File: src/rtl/mmm_pkg.sv
// Shared constants, register codes and types of the motor mixing matrix.
package mmm_pkg;

	localparam int MAX_MOTORS = 6;
	localparam int NUM_ROWS   = 6;
	localparam int AXES       = 4;
	localparam int CMD_W      = 16;
	localparam int COEF_W     = 16;
	localparam int ROW_W      = COEF_W * AXES;
	localparam int MIDX_W     = 3;
	localparam int AXEN_W     = 3;
	localparam int CFG_IDX_W  = 3;
	localparam int CFG_DATA_W = ROW_W;
	localparam int PROD_W     = CMD_W + COEF_W;
	localparam int SUM_W      = PROD_W + 2;
	localparam int FRAC_SHIFT = 14;
	localparam int RND_W      = SUM_W - FRAC_SHIFT;
	localparam int QDEPTH     = 2;
	localparam int QPTR_W     = (QDEPTH > 1) ? $clog2(QDEPTH) : 1;
	localparam int QCNT_W     = $clog2(QDEPTH + 1);

	localparam logic [MIDX_W-1:0] MOTOR_COUNT_RST = MIDX_W'(4);
	localparam logic [AXEN_W-1:0] AXIS_ENABLE_RST = AXEN_W'(7);

	// column enable bits
	localparam int AXIS_ROLL  = 0;
	localparam int AXIS_PITCH = 1;
	localparam int AXIS_YAW   = 2;

	typedef enum logic [CFG_IDX_W-1:0] {
		REG_MOTOR_COUNT = 3'd0,
		REG_AXIS_ENABLE = 3'd1,
		REG_ROW_ZERO    = 3'd2,
		REG_ROW_ONE     = 3'd3,
		REG_ROW_TWO     = 3'd4,
		REG_ROW_THREE   = 3'd5,
		REG_ROW_FOUR    = 3'd6,
		REG_ROW_FIVE    = 3'd7
	} reg_idx_t;

	typedef struct packed {
		logic signed [CMD_W-1:0] thrust;
		logic signed [CMD_W-1:0] roll;
		logic signed [CMD_W-1:0] pitch;
		logic signed [CMD_W-1:0] yaw;
	} cmd_t;

	typedef struct packed {
		cmd_t              cmd;
		logic [MIDX_W-1:0] last_idx;
	} job_t;

	typedef struct packed {
		logic [MIDX_W-1:0]               motor_count;
		logic [AXEN_W-1:0]               axis_enable;
		logic [NUM_ROWS-1:0][ROW_W-1:0]  rows;
	} cfg_t;

	typedef struct packed {
		logic valid;
		logic ready;
	} hs_t;

endpackage

File: src/rtl/mmm_ifs.sv
// Command and result channel interfaces of the motor mixing matrix.
interface mmm_cmd_if;
	import mmm_pkg::*;
	logic                    valid;
	logic                    ready;
	logic signed [CMD_W-1:0] thrust_cmd;
	logic signed [CMD_W-1:0] roll_cmd;
	logic signed [CMD_W-1:0] pitch_cmd;
	logic signed [CMD_W-1:0] yaw_cmd;

	modport source (output valid, thrust_cmd, roll_cmd, pitch_cmd, yaw_cmd, input ready);
	modport sink (input valid, thrust_cmd, roll_cmd, pitch_cmd, yaw_cmd, output ready);
endinterface

interface mmm_res_if;
	import mmm_pkg::*;
	logic                    valid;
	logic                    ready;
	logic [MIDX_W-1:0]       motor_index;
	logic signed [CMD_W-1:0] motor_value;
	logic                    saturated;
	logic                    last_motor;

	modport source (output valid, motor_index, motor_value, saturated, last_motor,
		input ready);
	modport sink (input valid, motor_index, motor_value, saturated, last_motor,
		output ready);
endinterface

File: src/rtl/mmm_regs.sv
// Configuration registers: motor count, column enables and coefficient rows.
module mmm_regs (
	input  logic                             clk,
	input  logic                             arst_n,
	input  logic                             cfg_we,
	input  logic [mmm_pkg::CFG_IDX_W-1:0]    cfg_index,
	input  logic [mmm_pkg::CFG_DATA_W-1:0]   cfg_data,
	output mmm_pkg::cfg_t                    cfg
);
	import mmm_pkg::*;

	cfg_t              cfg_q;
	logic [MIDX_W-1:0] row_sel;

	assign row_sel = MIDX_W'(cfg_index - CFG_IDX_W'(REG_ROW_ZERO));

	always_ff @(posedge clk or negedge arst_n) begin
		if (!arst_n) begin
			cfg_q.motor_count <= MOTOR_COUNT_RST;
			cfg_q.axis_enable <= AXIS_ENABLE_RST;
			cfg_q.rows        <= '0;
		end else if (cfg_we) begin
			case (reg_idx_t'(cfg_index))
				REG_MOTOR_COUNT: begin
					cfg_q.motor_count <= cfg_data[MIDX_W-1:0];
				end
				REG_AXIS_ENABLE: begin
					cfg_q.axis_enable <= cfg_data[AXEN_W-1:0];
				end
				REG_ROW_ZERO, REG_ROW_ONE, REG_ROW_TWO,
				REG_ROW_THREE, REG_ROW_FOUR, REG_ROW_FIVE: begin
					cfg_q.rows[row_sel] <= cfg_data[ROW_W-1:0];
				end
				default: begin
				end
			endcase
		end
	end

	assign cfg = cfg_q;

endmodule

File: src/rtl/mmm_front.sv
// Front end: accepts command words, masks disabled columns, fixes the motor range.
module mmm_front (
	mmm_cmd_if.sink          cmd,
	input  mmm_pkg::cfg_t    cfg,
	input  logic             push_ready,
	output logic             push_valid,
	output mmm_pkg::job_t    push_job
);
	import mmm_pkg::*;

	logic [MIDX_W-1:0] last_idx;

	always_comb begin
		if (cfg.motor_count == '0) begin
			last_idx = '0;
		end else if (cfg.motor_count > MIDX_W'(MAX_MOTORS)) begin
			last_idx = MIDX_W'(MAX_MOTORS - 1);
		end else begin
			last_idx = cfg.motor_count - 1'b1;
		end
	end

	assign cmd.ready  = push_ready;
	assign push_valid = cmd.valid;

	always_comb begin
		push_job.cmd.thrust = cmd.thrust_cmd;
		push_job.cmd.roll   = cfg.axis_enable[AXIS_ROLL]  ? cmd.roll_cmd  : '0;
		push_job.cmd.pitch  = cfg.axis_enable[AXIS_PITCH] ? cmd.pitch_cmd : '0;
		push_job.cmd.yaw    = cfg.axis_enable[AXIS_YAW]   ? cmd.yaw_cmd   : '0;
		push_job.last_idx   = last_idx;
	end

endmodule

File: src/rtl/mmm_queue.sv
// Short job queue between the front end and the mixing back end.
module mmm_queue (
	input  logic             clk,
	input  logic             arst_n,
	input  logic             push_valid,
	input  mmm_pkg::job_t    push_job,
	output logic             push_ready,
	output mmm_pkg::hs_t     pop_hs,
	input  logic             pop_ready,
	output mmm_pkg::job_t    pop_job
);
	import mmm_pkg::*;

	job_t              mem_q [QDEPTH];
	logic [QPTR_W-1:0] wr_q;
	logic [QPTR_W-1:0] rd_q;
	logic [QCNT_W-1:0] cnt_q;
	logic              push;
	logic              pop;

	assign push_ready = (cnt_q != QCNT_W'(QDEPTH));
	assign push       = push_valid && push_ready;
	assign pop        = (cnt_q != '0) && pop_ready;

	assign pop_hs.valid = (cnt_q != '0);
	assign pop_hs.ready = pop_ready;
	assign pop_job      = mem_q[rd_q];

	always_ff @(posedge clk or negedge arst_n) begin
		if (!arst_n) begin
			wr_q  <= '0;
			rd_q  <= '0;
			cnt_q <= '0;
		end else begin
			if (push) begin
				wr_q <= (wr_q == QPTR_W'(QDEPTH - 1)) ? '0 : wr_q + 1'b1;
			end
			if (pop) begin
				rd_q <= (rd_q == QPTR_W'(QDEPTH - 1)) ? '0 : rd_q + 1'b1;
			end
			case ({push, pop})
				2'b10:   cnt_q <= cnt_q + 1'b1;
				2'b01:   cnt_q <= cnt_q - 1'b1;
				default: cnt_q <= cnt_q;
			endcase
		end
	end

	always_ff @(posedge clk) begin
		if (push) begin
			mem_q[wr_q] <= push_job;
		end
	end

endmodule

File: src/rtl/mmm_back.sv
// Back end: walks the motors of the head job, multiplies, sums, rounds and clamps.
module mmm_back (
	input  logic             clk,
	input  logic             arst_n,
	input  mmm_pkg::cfg_t    cfg,
	input  mmm_pkg::hs_t     pop_hs,
	input  mmm_pkg::job_t    pop_job,
	output logic             pop_ready,
	mmm_res_if.source        res
);
	import mmm_pkg::*;

	logic                     adv;
	logic                     issue;
	logic                     at_last;
	logic [MIDX_W-1:0]        m_q;
	logic [ROW_W-1:0]         coef_row;
	logic signed [CMD_W-1:0]  cmd_a [AXES];

	logic                     vld_s1;
	logic [MIDX_W-1:0]        idx_s1;
	logic                     last_s1;
	logic signed [PROD_W-1:0] prod_s1 [AXES];

	logic                     vld_s2;
	logic [MIDX_W-1:0]        idx_s2;
	logic                     last_s2;
	logic signed [SUM_W-1:0]  sum_s2;

	logic signed [SUM_W-1:0]  biased;
	logic signed [RND_W-1:0]  rnd;
	logic                     ovf;
	logic signed [CMD_W-1:0]  clamped;

	logic                     out_vld_q;
	logic [MIDX_W-1:0]        out_idx_q;
	logic signed [CMD_W-1:0]  out_val_q;
	logic                     out_sat_q;
	logic                     out_last_q;

	// whole pipe moves together; the output register holds while the sink stalls
	assign adv       = !out_vld_q || res.ready;
	assign issue     = pop_hs.valid && adv;
	assign at_last   = (m_q == pop_job.last_idx);
	assign pop_ready = adv && at_last;

	assign coef_row = cfg.rows[m_q];
	assign cmd_a[0] = pop_job.cmd.thrust;
	assign cmd_a[1] = pop_job.cmd.roll;
	assign cmd_a[2] = pop_job.cmd.pitch;
	assign cmd_a[3] = pop_job.cmd.yaw;

	always_ff @(posedge clk or negedge arst_n) begin
		if (!arst_n) begin
			m_q       <= '0;
			vld_s1    <= 1'b0;
			vld_s2    <= 1'b0;
			out_vld_q <= 1'b0;
		end else if (adv) begin
			if (issue) begin
				m_q <= at_last ? '0 : m_q + 1'b1;
			end
			vld_s1    <= issue;
			vld_s2    <= vld_s1;
			out_vld_q <= vld_s2;
		end
	end

	always_ff @(posedge clk) begin
		if (adv) begin
			idx_s1  <= m_q;
			last_s1 <= at_last;
			for (int a = 0; a < AXES; a++) begin
				prod_s1[a] <= $signed(coef_row[a*COEF_W +: COEF_W]) * cmd_a[a];
			end
		end
	end

	always_ff @(posedge clk) begin
		if (adv) begin
			idx_s2  <= idx_s1;
			last_s2 <= last_s1;
			sum_s2  <= SUM_W'(prod_s1[0]) + SUM_W'(prod_s1[1])
				+ SUM_W'(prod_s1[2]) + SUM_W'(prod_s1[3]);
		end
	end

	// round half up, drop the fraction, then clip to the command range
	assign biased  = sum_s2 + SUM_W'(1 << (FRAC_SHIFT - 1));
	assign rnd     = biased[SUM_W-1:FRAC_SHIFT];
	assign ovf     = !((&rnd[RND_W-1:CMD_W-1]) || !(|rnd[RND_W-1:CMD_W-1]));
	assign clamped = ovf ? {rnd[RND_W-1], {(CMD_W-1){~rnd[RND_W-1]}}} : rnd[CMD_W-1:0];

	always_ff @(posedge clk) begin
		if (adv) begin
			out_idx_q  <= idx_s2;
			out_val_q  <= clamped;
			out_sat_q  <= ovf;
			out_last_q <= last_s2;
		end
	end

	assign res.valid       = out_vld_q;
	assign res.motor_index = out_idx_q;
	assign res.motor_value = out_val_q;
	assign res.saturated   = out_sat_q;
	assign res.last_motor  = out_last_q;

endmodule

File: src/rtl/motor_mixing_matrix_top.sv
// Top level of the motor mixing matrix: registers, front end, job queue, back end.
//
// Each accepted command word yields one result word per motor in use (1 to 6, from
// motor_count), in motor order, the final one flagged by last_motor. The back end
// runs one motor per cycle while the sink is not stalling, through a single row of
// four 16x16 multipliers, so a command occupies it until its last motor is issued
// and results stream at one word per cycle unless the sink stalls; each result passes
// the queue, then the product, sum and output registers. A two-entry queue lets the
// next command be taken while the current one is being mixed or its result is held
// by the sink. Write configuration only while no command is in flight.
module motor_mixing_matrix_top (
	input  logic                            clk,
	input  logic                            arst_n,
	mmm_cmd_if.sink                         cmd,
	mmm_res_if.source                       res,
	input  logic                            cfg_we,
	input  logic [mmm_pkg::CFG_IDX_W-1:0]   cfg_index,
	input  logic [mmm_pkg::CFG_DATA_W-1:0]  cfg_data
);
	import mmm_pkg::*;

	cfg_t cfg;
	logic push_valid;
	logic push_ready;
	job_t push_job;
	hs_t  pop_hs;
	logic pop_ready;
	job_t pop_job;

	mmm_regs u_regs (
		.clk       (clk),
		.arst_n    (arst_n),
		.cfg_we    (cfg_we),
		.cfg_index (cfg_index),
		.cfg_data  (cfg_data),
		.cfg       (cfg)
	);

	mmm_front u_front (
		.cmd        (cmd),
		.cfg        (cfg),
		.push_ready (push_ready),
		.push_valid (push_valid),
		.push_job   (push_job)
	);

	mmm_queue u_queue (
		.clk        (clk),
		.arst_n     (arst_n),
		.push_valid (push_valid),
		.push_job   (push_job),
		.push_ready (push_ready),
		.pop_hs     (pop_hs),
		.pop_ready  (pop_ready),
		.pop_job    (pop_job)
	);

	mmm_back u_back (
		.clk       (clk),
		.arst_n    (arst_n),
		.cfg       (cfg),
		.pop_hs    (pop_hs),
		.pop_job   (pop_job),
		.pop_ready (pop_ready),
		.res       (res)
	);

	// a full queue always has a job at its head
	a_full_has_head: assert property (@(posedge clk) disable iff (!arst_n)
		!push_ready |-> pop_hs.valid)
		else $error("queue full with no job at head");

	// motors of one command leave back to back in ascending order
	a_motor_order: assert property (@(posedge clk) disable iff (!arst_n)
		res.valid && res.ready && !res.last_motor |=>
		res.valid && (res.motor_index == MIDX_W'($past(res.motor_index) + 1'b1)))
		else $error("motor results out of order");

	// a clipped word sits at one of the range limits
	a_sat_limit: assert property (@(posedge clk) disable iff (!arst_n)
		res.valid && res.saturated |->
		(res.motor_value == 16'sh7FFF) || (res.motor_value == 16'sh8000))
		else $error("saturated word not at a limit");

	// the head job is only released on its final motor
	a_pop_last: assert property (@(posedge clk) disable iff (!arst_n)
		pop_hs.valid && pop_ready |=> u_back.vld_s1 && u_back.last_s1)
		else $error("job released early");

endmodule
File: src/flat_wrapper.sv
// flat-port wrapper written by rule: the top's interface ports become plain ports
module motor_mixing_matrix_top_flat import mmm_pkg::*;
  (clk, arst_n, cfg_we, cfg_index, cfg_data, cmd_valid, cmd_thrust_cmd, cmd_roll_cmd, cmd_pitch_cmd, cmd_yaw_cmd, cmd_ready, res_valid, res_motor_index, res_motor_value, res_saturated, res_last_motor, res_ready);
  mmm_cmd_if cmd_i ();
  mmm_res_if res_i ();
  input  logic clk;
  input  logic arst_n;
  input  logic cfg_we;
  input  logic [mmm_pkg::CFG_IDX_W-1:0] cfg_index;
  input  logic [mmm_pkg::CFG_DATA_W-1:0] cfg_data;
  input wire logic [$bits(cmd_i.valid)-1:0] cmd_valid;
  input wire logic [$bits(cmd_i.thrust_cmd)-1:0] cmd_thrust_cmd;
  input wire logic [$bits(cmd_i.roll_cmd)-1:0] cmd_roll_cmd;
  input wire logic [$bits(cmd_i.pitch_cmd)-1:0] cmd_pitch_cmd;
  input wire logic [$bits(cmd_i.yaw_cmd)-1:0] cmd_yaw_cmd;
  output wire logic [$bits(cmd_i.ready)-1:0] cmd_ready;
  output wire logic [$bits(res_i.valid)-1:0] res_valid;
  output wire logic [$bits(res_i.motor_index)-1:0] res_motor_index;
  output wire logic [$bits(res_i.motor_value)-1:0] res_motor_value;
  output wire logic [$bits(res_i.saturated)-1:0] res_saturated;
  output wire logic [$bits(res_i.last_motor)-1:0] res_last_motor;
  input wire logic [$bits(res_i.ready)-1:0] res_ready;
  assign cmd_i.valid = cmd_valid;
  assign cmd_i.thrust_cmd = cmd_thrust_cmd;
  assign cmd_i.roll_cmd = cmd_roll_cmd;
  assign cmd_i.pitch_cmd = cmd_pitch_cmd;
  assign cmd_i.yaw_cmd = cmd_yaw_cmd;
  assign cmd_ready = cmd_i.ready;
  assign res_valid = res_i.valid;
  assign res_motor_index = res_i.motor_index;
  assign res_motor_value = res_i.motor_value;
  assign res_saturated = res_i.saturated;
  assign res_last_motor = res_i.last_motor;
  assign res_i.ready = res_ready;
  motor_mixing_matrix_top u_core (.clk(clk), .arst_n(arst_n), .cmd(cmd_i), .res(res_i), .cfg_we(cfg_we), .cfg_index(cfg_index), .cfg_data(cfg_data));
endmodule
File: config.mk
export PLATFORM = sky130hd
export DESIGN_NAME = motor_mixing_matrix_top_flat
export DESIGN_NICKNAME = d
export VERILOG_FILES = /design/src/rtl/mmm_pkg.sv /design/src/rtl/mmm_ifs.sv /design/src/rtl/mmm_regs.sv /design/src/rtl/mmm_front.sv /design/src/rtl/mmm_queue.sv /design/src/rtl/mmm_back.sv /design/src/rtl/motor_mixing_matrix_top.sv /design/src/flat_wrapper.sv
export SDC_FILE = /design/constraint.sdc
export NUM_CORES = 2
export LEC_CHECK = 0
export BUFFER_PORTS_ARGS = -buffer_cell sky130_fd_sc_hd__buf_2
export CORE_ASPECT_RATIO = 0.8
export CORE_MARGIN = 4
export CORE_UTILIZATION = 50
export CTS_CLUSTER_DIAMETER = 30
export CTS_CLUSTER_SIZE = 30
export DETAILED_ROUTE_END_ITERATION = 7
export PLACE_DENSITY_LB_ADDON = 0.08
export SYNTH_ARGS = -nofsm -noshare
export SYNTH_HDL_FRONTEND = slang
export SYNTH_HIERARCHICAL = 1
export SYNTH_SLANG_ARGS = --single-unit
File: constraint.sdc
create_clock -name clk -period 10.1 [get_ports clk]
set_clock_uncertainty 0.05 [all_clocks]
set_input_delay 2.02 -clock clk [delete_from_list [all_inputs] [get_ports clk]]
set_output_delay 2.02 -clock clk [all_outputs]
set_load 0.05 [all_outputs]
* After elaboration in Yosys (flattened, before gate mapping) *
Memory sizes are Yosys's and may differ from the RTL's.
Cells that the tools add are included.

storage, ports and cells
  bits in registers = 463
  word-level logic and storage cells = 97
  memories kept = 2
  memory bits (writable) = 262

cells by class
  eq/ne operators = 11
  $add $sub $neg = 11
  reductions and logical operators = 21
  multipliers = 4
  muxes and demuxes = 19
  order comparisons = 4
  bitwise gates (word level) = 1

memory list
  name                   depth  bits a word  read ports  clocked after memory_dff  write ports  RTL line         source
  u_core.u_queue.mem_q   2      67           1           0                         1            mmm_queue.sv:14  job_t mem_q [QDEPTH];
  u_core.u_back.prod_s1  4      32           4           0                         4            mmm_back.sv:23   logic signed [PROD_W-1:0] prod_s1 [AXES];

operators by type and width
  kind                                                                          number
  384-bit bitwise mux                                                           1
  64-bit binary-select mux with 3-bit select                                    1
  64-bit demux with 3-bit select                                                1
  16-bit by 16-bit multiplier with 32-bit output                                4
  64-bit two-way mux                                                            2
  16-bit two-way mux                                                            4
  33-bit by 32-bit adder with 34-bit output                                     1
  34-bit by 15-bit adder with 34-bit output, second input constant              1
  34-bit by 32-bit adder with 34-bit output                                     1
  32-bit by 32-bit adder with 33-bit output                                     1
  3-bit == test, second input constant                                          4
  3-bit two-way mux                                                             3
  3-bit by 4-bit less-than comparator with 1-bit output, second input constant  2
  2-bit AND reduction                                                           4
  3-bit by 2-bit == test with 1-bit output, second input constant               2
  3-bit zero test                                                               2
  1-bit two-way mux                                                             6
  6-bit OR reduction                                                            1
  1-bit logical AND                                                             5
  5-bit AND reduction                                                           1
  5-bit OR reduction                                                            1
  2-bit one-hot mux with 2 select lines                                         1
  2-bit nonzero test                                                            2
  3-bit by 1-bit adder with 3-bit output, second input constant                 1
  other kinds (15)                                                              19

* Depth between registers and ports, before layout *
  depth after elaboration = 6
  depth in mapped cells = 31
  mapped depth without buffers = 26

* By module *
Netlist, hierarchy kept.

modules (own cells, without submodules)
  module     times used  cells an instance  area an instance (µm²)  seq. area each (µm²)
  mmm_back   1           5,081              50,567.2                5,495.3
  mmm_regs   1           829                14,586.5                9,764.4
  mmm_queue  1           227                5,128.7                 4,124.0
  mmm_front  1           82                 604.3                   0.0

* Worst setup path after synthesis *
Ideal clock, no wire load.

  path type = input port to flip-flop
  start point = in res_ready
  end point = reg u_core.u_back.m_q[2]
  data arrival time = 8.255 ns
  cell stages on the path = 5
  required time = 9.908 ns
  setup time = 0.142 ns
  path slack = 1.653 ns
  path buffers = 1
  cells stage by stage = nand2b_1 > clkbuf_1 > nand2_1 > o21ai_0 > o21ai_0

on the way
  longest elaborated chain between the ends = 3

ends and longest elaborated chain
  element                                 RTL line            source
  start, declared                         flat_wrapper.sv:22  input wire logic [$bits(res_i.ready)-1:0] res_ready;
  1-bit logical OR *                      mmm_back.sv:42      assign adv = !out_vld_q || res.ready;
  1-bit logical AND                       mmm_back.sv:43      assign issue = pop_hs.valid && adv;
  2-bit AND reduction (no source line) *  --
  end signal, assigned                    mmm_back.sv:61      m_q <= at_last ? '0 : m_q + 1'b1;
  end, declared                           mmm_back.sv:16      logic [MIDX_W-1:0] m_q;

Mark *: on every way between the ends. The rest lies on a longest branch, timed or not.
A chain may end at the register's enable or synchronous reset.

==> results_dict.tcl <==
set metrics [dict create \
    initial_core_util_pct 50.4 \
    critPathBufInv 5 \
    wl_met3_mm 9.35 \
    worst_pin_slew_ns 1.42 \
    drive_gt1_share_pct 17.2 \
    rows 123 \
    syn-num-nets 7831 \
    layout.nets 8000 \
    worstSetupStartpointType "flip-flop" \
    holdCritPathClass "reg2reg" \
    dp.final_hpwl_mm 135 \
    cp-endpoint "u_core/u_back/prod_s1[1][31]" \
    core_mm2 0.141 \
    wl_per_cell_um 20.8 \
    cts.sinks 712 \
    ctsHoldBuffers 0 \
    cp_max_fo 23 \
    htreeDepth 4 \
    grt_pass1_wl_mm 282 \
    yosysWarningCount 6 \
    syn_inst 6218 \
    postCtsSetupBuffers 0 \
    cts_tree "done" \
    dieArea_mm2 0.148 \
    slew_headroom_pct 4.67 \
    clk-insertion-delay-late_ns 0.78 \
    finalCritPeriodShare_pct 86.4 \
    viasPerCell 5.24 \
    num_vias 43966 \
    min_period_ns 8.73 \
    cap_violations 0 \
    clock_path_buffers 3 \
    drtIter0Drc 2396 \
    routed_wl_mm 175 \
    clk_pin_slew_ns 0.05 \
    critPathLaunch "u_core/u_back/m_q[1]" \
    port_buffers 158 \
    fmax_mhz 115 \
    cts_resized 0 \
    cp.depth 24 \
    r2r-start "u_core/u_back/m_q[1]" \
    grt_max_degree 111 \
    finalHoldViolations 0 \
    grt_pass1_vias 48494 \
    final-setup-viol-count 0 \
    crit_path_end_kind "flip-flop" \
    placed_area_mm2 0.0736 \
    worstPathCellList "nand2b_2 > buf_12 > o21ai_1 > buf_4 > nand2_1 > fa_1 > inv_1 > fa_1 > fa_1 > fa_1 > fa_1 > inv_1 > fa_1 > inv_1 > ha_1 > a211oi_1 > o21ai_1 > a221oi_1 > o21a_1 > o21ai_1 > a2111oi_0 > o21bai_1 > a21oi_1 > xnor2_1" \
    gr-usage-all-layers_pct 24.5 \
    met2_length_mm 78.3 \
    regToRegSetupSlack_ns 1.37 \
    io_pins 159 \
    tns_ns 0 \
    m1WireLength_mm 84.4 \
    gp_congestion 0.856 \
    required_ns 10.52 \
    status "finished clean" \
    cpLargestDelayFamily "adder cells" \
    final_area_mm2 0.0792 \
    route.detailed.drc 0 \
    die_x_um 429 \
    cts_inserted_buffers 154 \
    crit_path_top_delay_cell "o21ai_1" \
    synthToLayoutAreaGrowth_pct 11.8 \
    slew_viol_final 0 \
    avgSynthCellArea_um2 11.4 \
    crit_top_cell "fa_1" \
    dr.pass1.iters 6 \
    cp.arrival_ns 9.15 \
    clockRootBuffer "clkbuf_16" \
    fillers 12184 \
    overflow 0 \
    reg2reg_to "u_core/u_back/prod_s1[1][31]" \
    antenna_found_initial 13 \
    rr_worst_depth 24 \
    fp.dieH_um 345 \
    worst-setup-path-type "reg2reg" \
    antenna_left 0 \
    postLayoutCoreUtil_pct 56.3 \
    syn_area_mm2 0.0709 \
    rsz0062_at_grt "no" \
    cpPeakStageDelay_ns 0.85 \
    routed.top_layer "met4" \
]
final cells by class:
type,count,area [um^2],area share (%)
Multi-Input combinational cell,4088,45900,57.9
Sequential cell,712,19400,24.5
Inverter,1175,4410,5.57
Clock buffer,198,4220,5.33
Tap cell,1875,2350,2.96
Timing Repair Buffer,256,1600,2.02
Clock inverter,87,1360,1.71
Antenna cell,3,7.51,0.00948
worst min path at each step:
stage | from | slack (ns) | cells past startpoint | endpoint
global placement | u_core/u_back/idx_s2[1] | 0.35 | 0 | u_core/u_back/res.motor_index[1]
floorplan | u_core/u_back/idx_s1[0] | 0.35 | 0 | u_core/u_back/idx_s2[0]
detailed placement | u_core/u_back/idx_s1[1] | 0.35 | 0 | u_core/u_back/idx_s2[1]
CTS | u_core/u_back/idx_s1[1] | 0.36 | 0 | u_core/u_back/idx_s2[1]
finish | u_core/u_back/idx_s1[1] | 0.36 | 0 | u_core/u_back/idx_s2[1]
global route | u_core/u_back/idx_s1[0] | 0.37 | 0 | u_core/u_back/idx_s2[0]
through the flow:
step / hold slack (ns) / setup WS, ns / instances
floorplan: 0.350 / 1.65 / 6218
global placement: 0.353 / 1.48 / 8106
detailed placement: 0.355 / 1.40 / 8106
CTS: 0.357 / 1.37 / 8391
global route: 0.374 / 0.932 / 8391
finish: 0.357 / 1.37 / 8394
worst reg2reg max path: stages (launching register included):
cell	delay [ns]
dfrtp_4	0.60
nand2b_2	0.64
buf_12	0.39
o21ai_1	0.86
buf_4	0.34
nand2_1	0.10
fa_1	0.44
inv_1	0.08
fa_1	0.43
fa_1	0.48
fa_1	0.55
fa_1	0.51
inv_1	0.05
fa_1	0.47
inv_1	0.04
ha_1	0.34
a211oi_1	0.31
o21ai_1	0.12
a221oi_1	0.28
o21a_1	0.27
o21ai_1	0.18
a2111oi_0	0.45
o21bai_1	0.14
a21oi_1	0.19
xnor2_1	0.11
metal layers:
layer	track usage, %	up-vias
met5	0	-
met4	5.38	0
met3	4.31	182
met2	37.9	948
met1	36.6	22909
li1	-	19927
cell usage in the layout (no fill, tap or decap), types with 104 or more instances in the layout:
cell,instances
fa_1,1112
nor2b_1,142
dfrtp_1,393
a21oi_1,104
nand2_1,521
mux2_2,438
buf_2,157
nor2_1,113
and2_1,404
ha_1,365
xnor2_1,134
edfxtp_1,312
clkbuf_16,158
inv_1,1173
registers in the layout, summed over array words and instances (netlist names), 2 cells and up:
signal / count
u_core/u_back/idx_s1: 3
u_core/u_queue/mem_q: 134
u_core/u_back/idx_s2: 3
u_core/u_queue/cnt_q: 2
u_core/u_back/m_q: 3
u_core/u_back/res.motor_index: 3
u_core/u_regs/cfg: 390
u_core/u_back/sum_s2: 21
u_core/u_back/prod_s1: 128
u_core/u_back/res.motor_value: 16
Power is not shown: default switching activity piles up to over one toggle a cycle in this logic, so the estimate is an artifact.
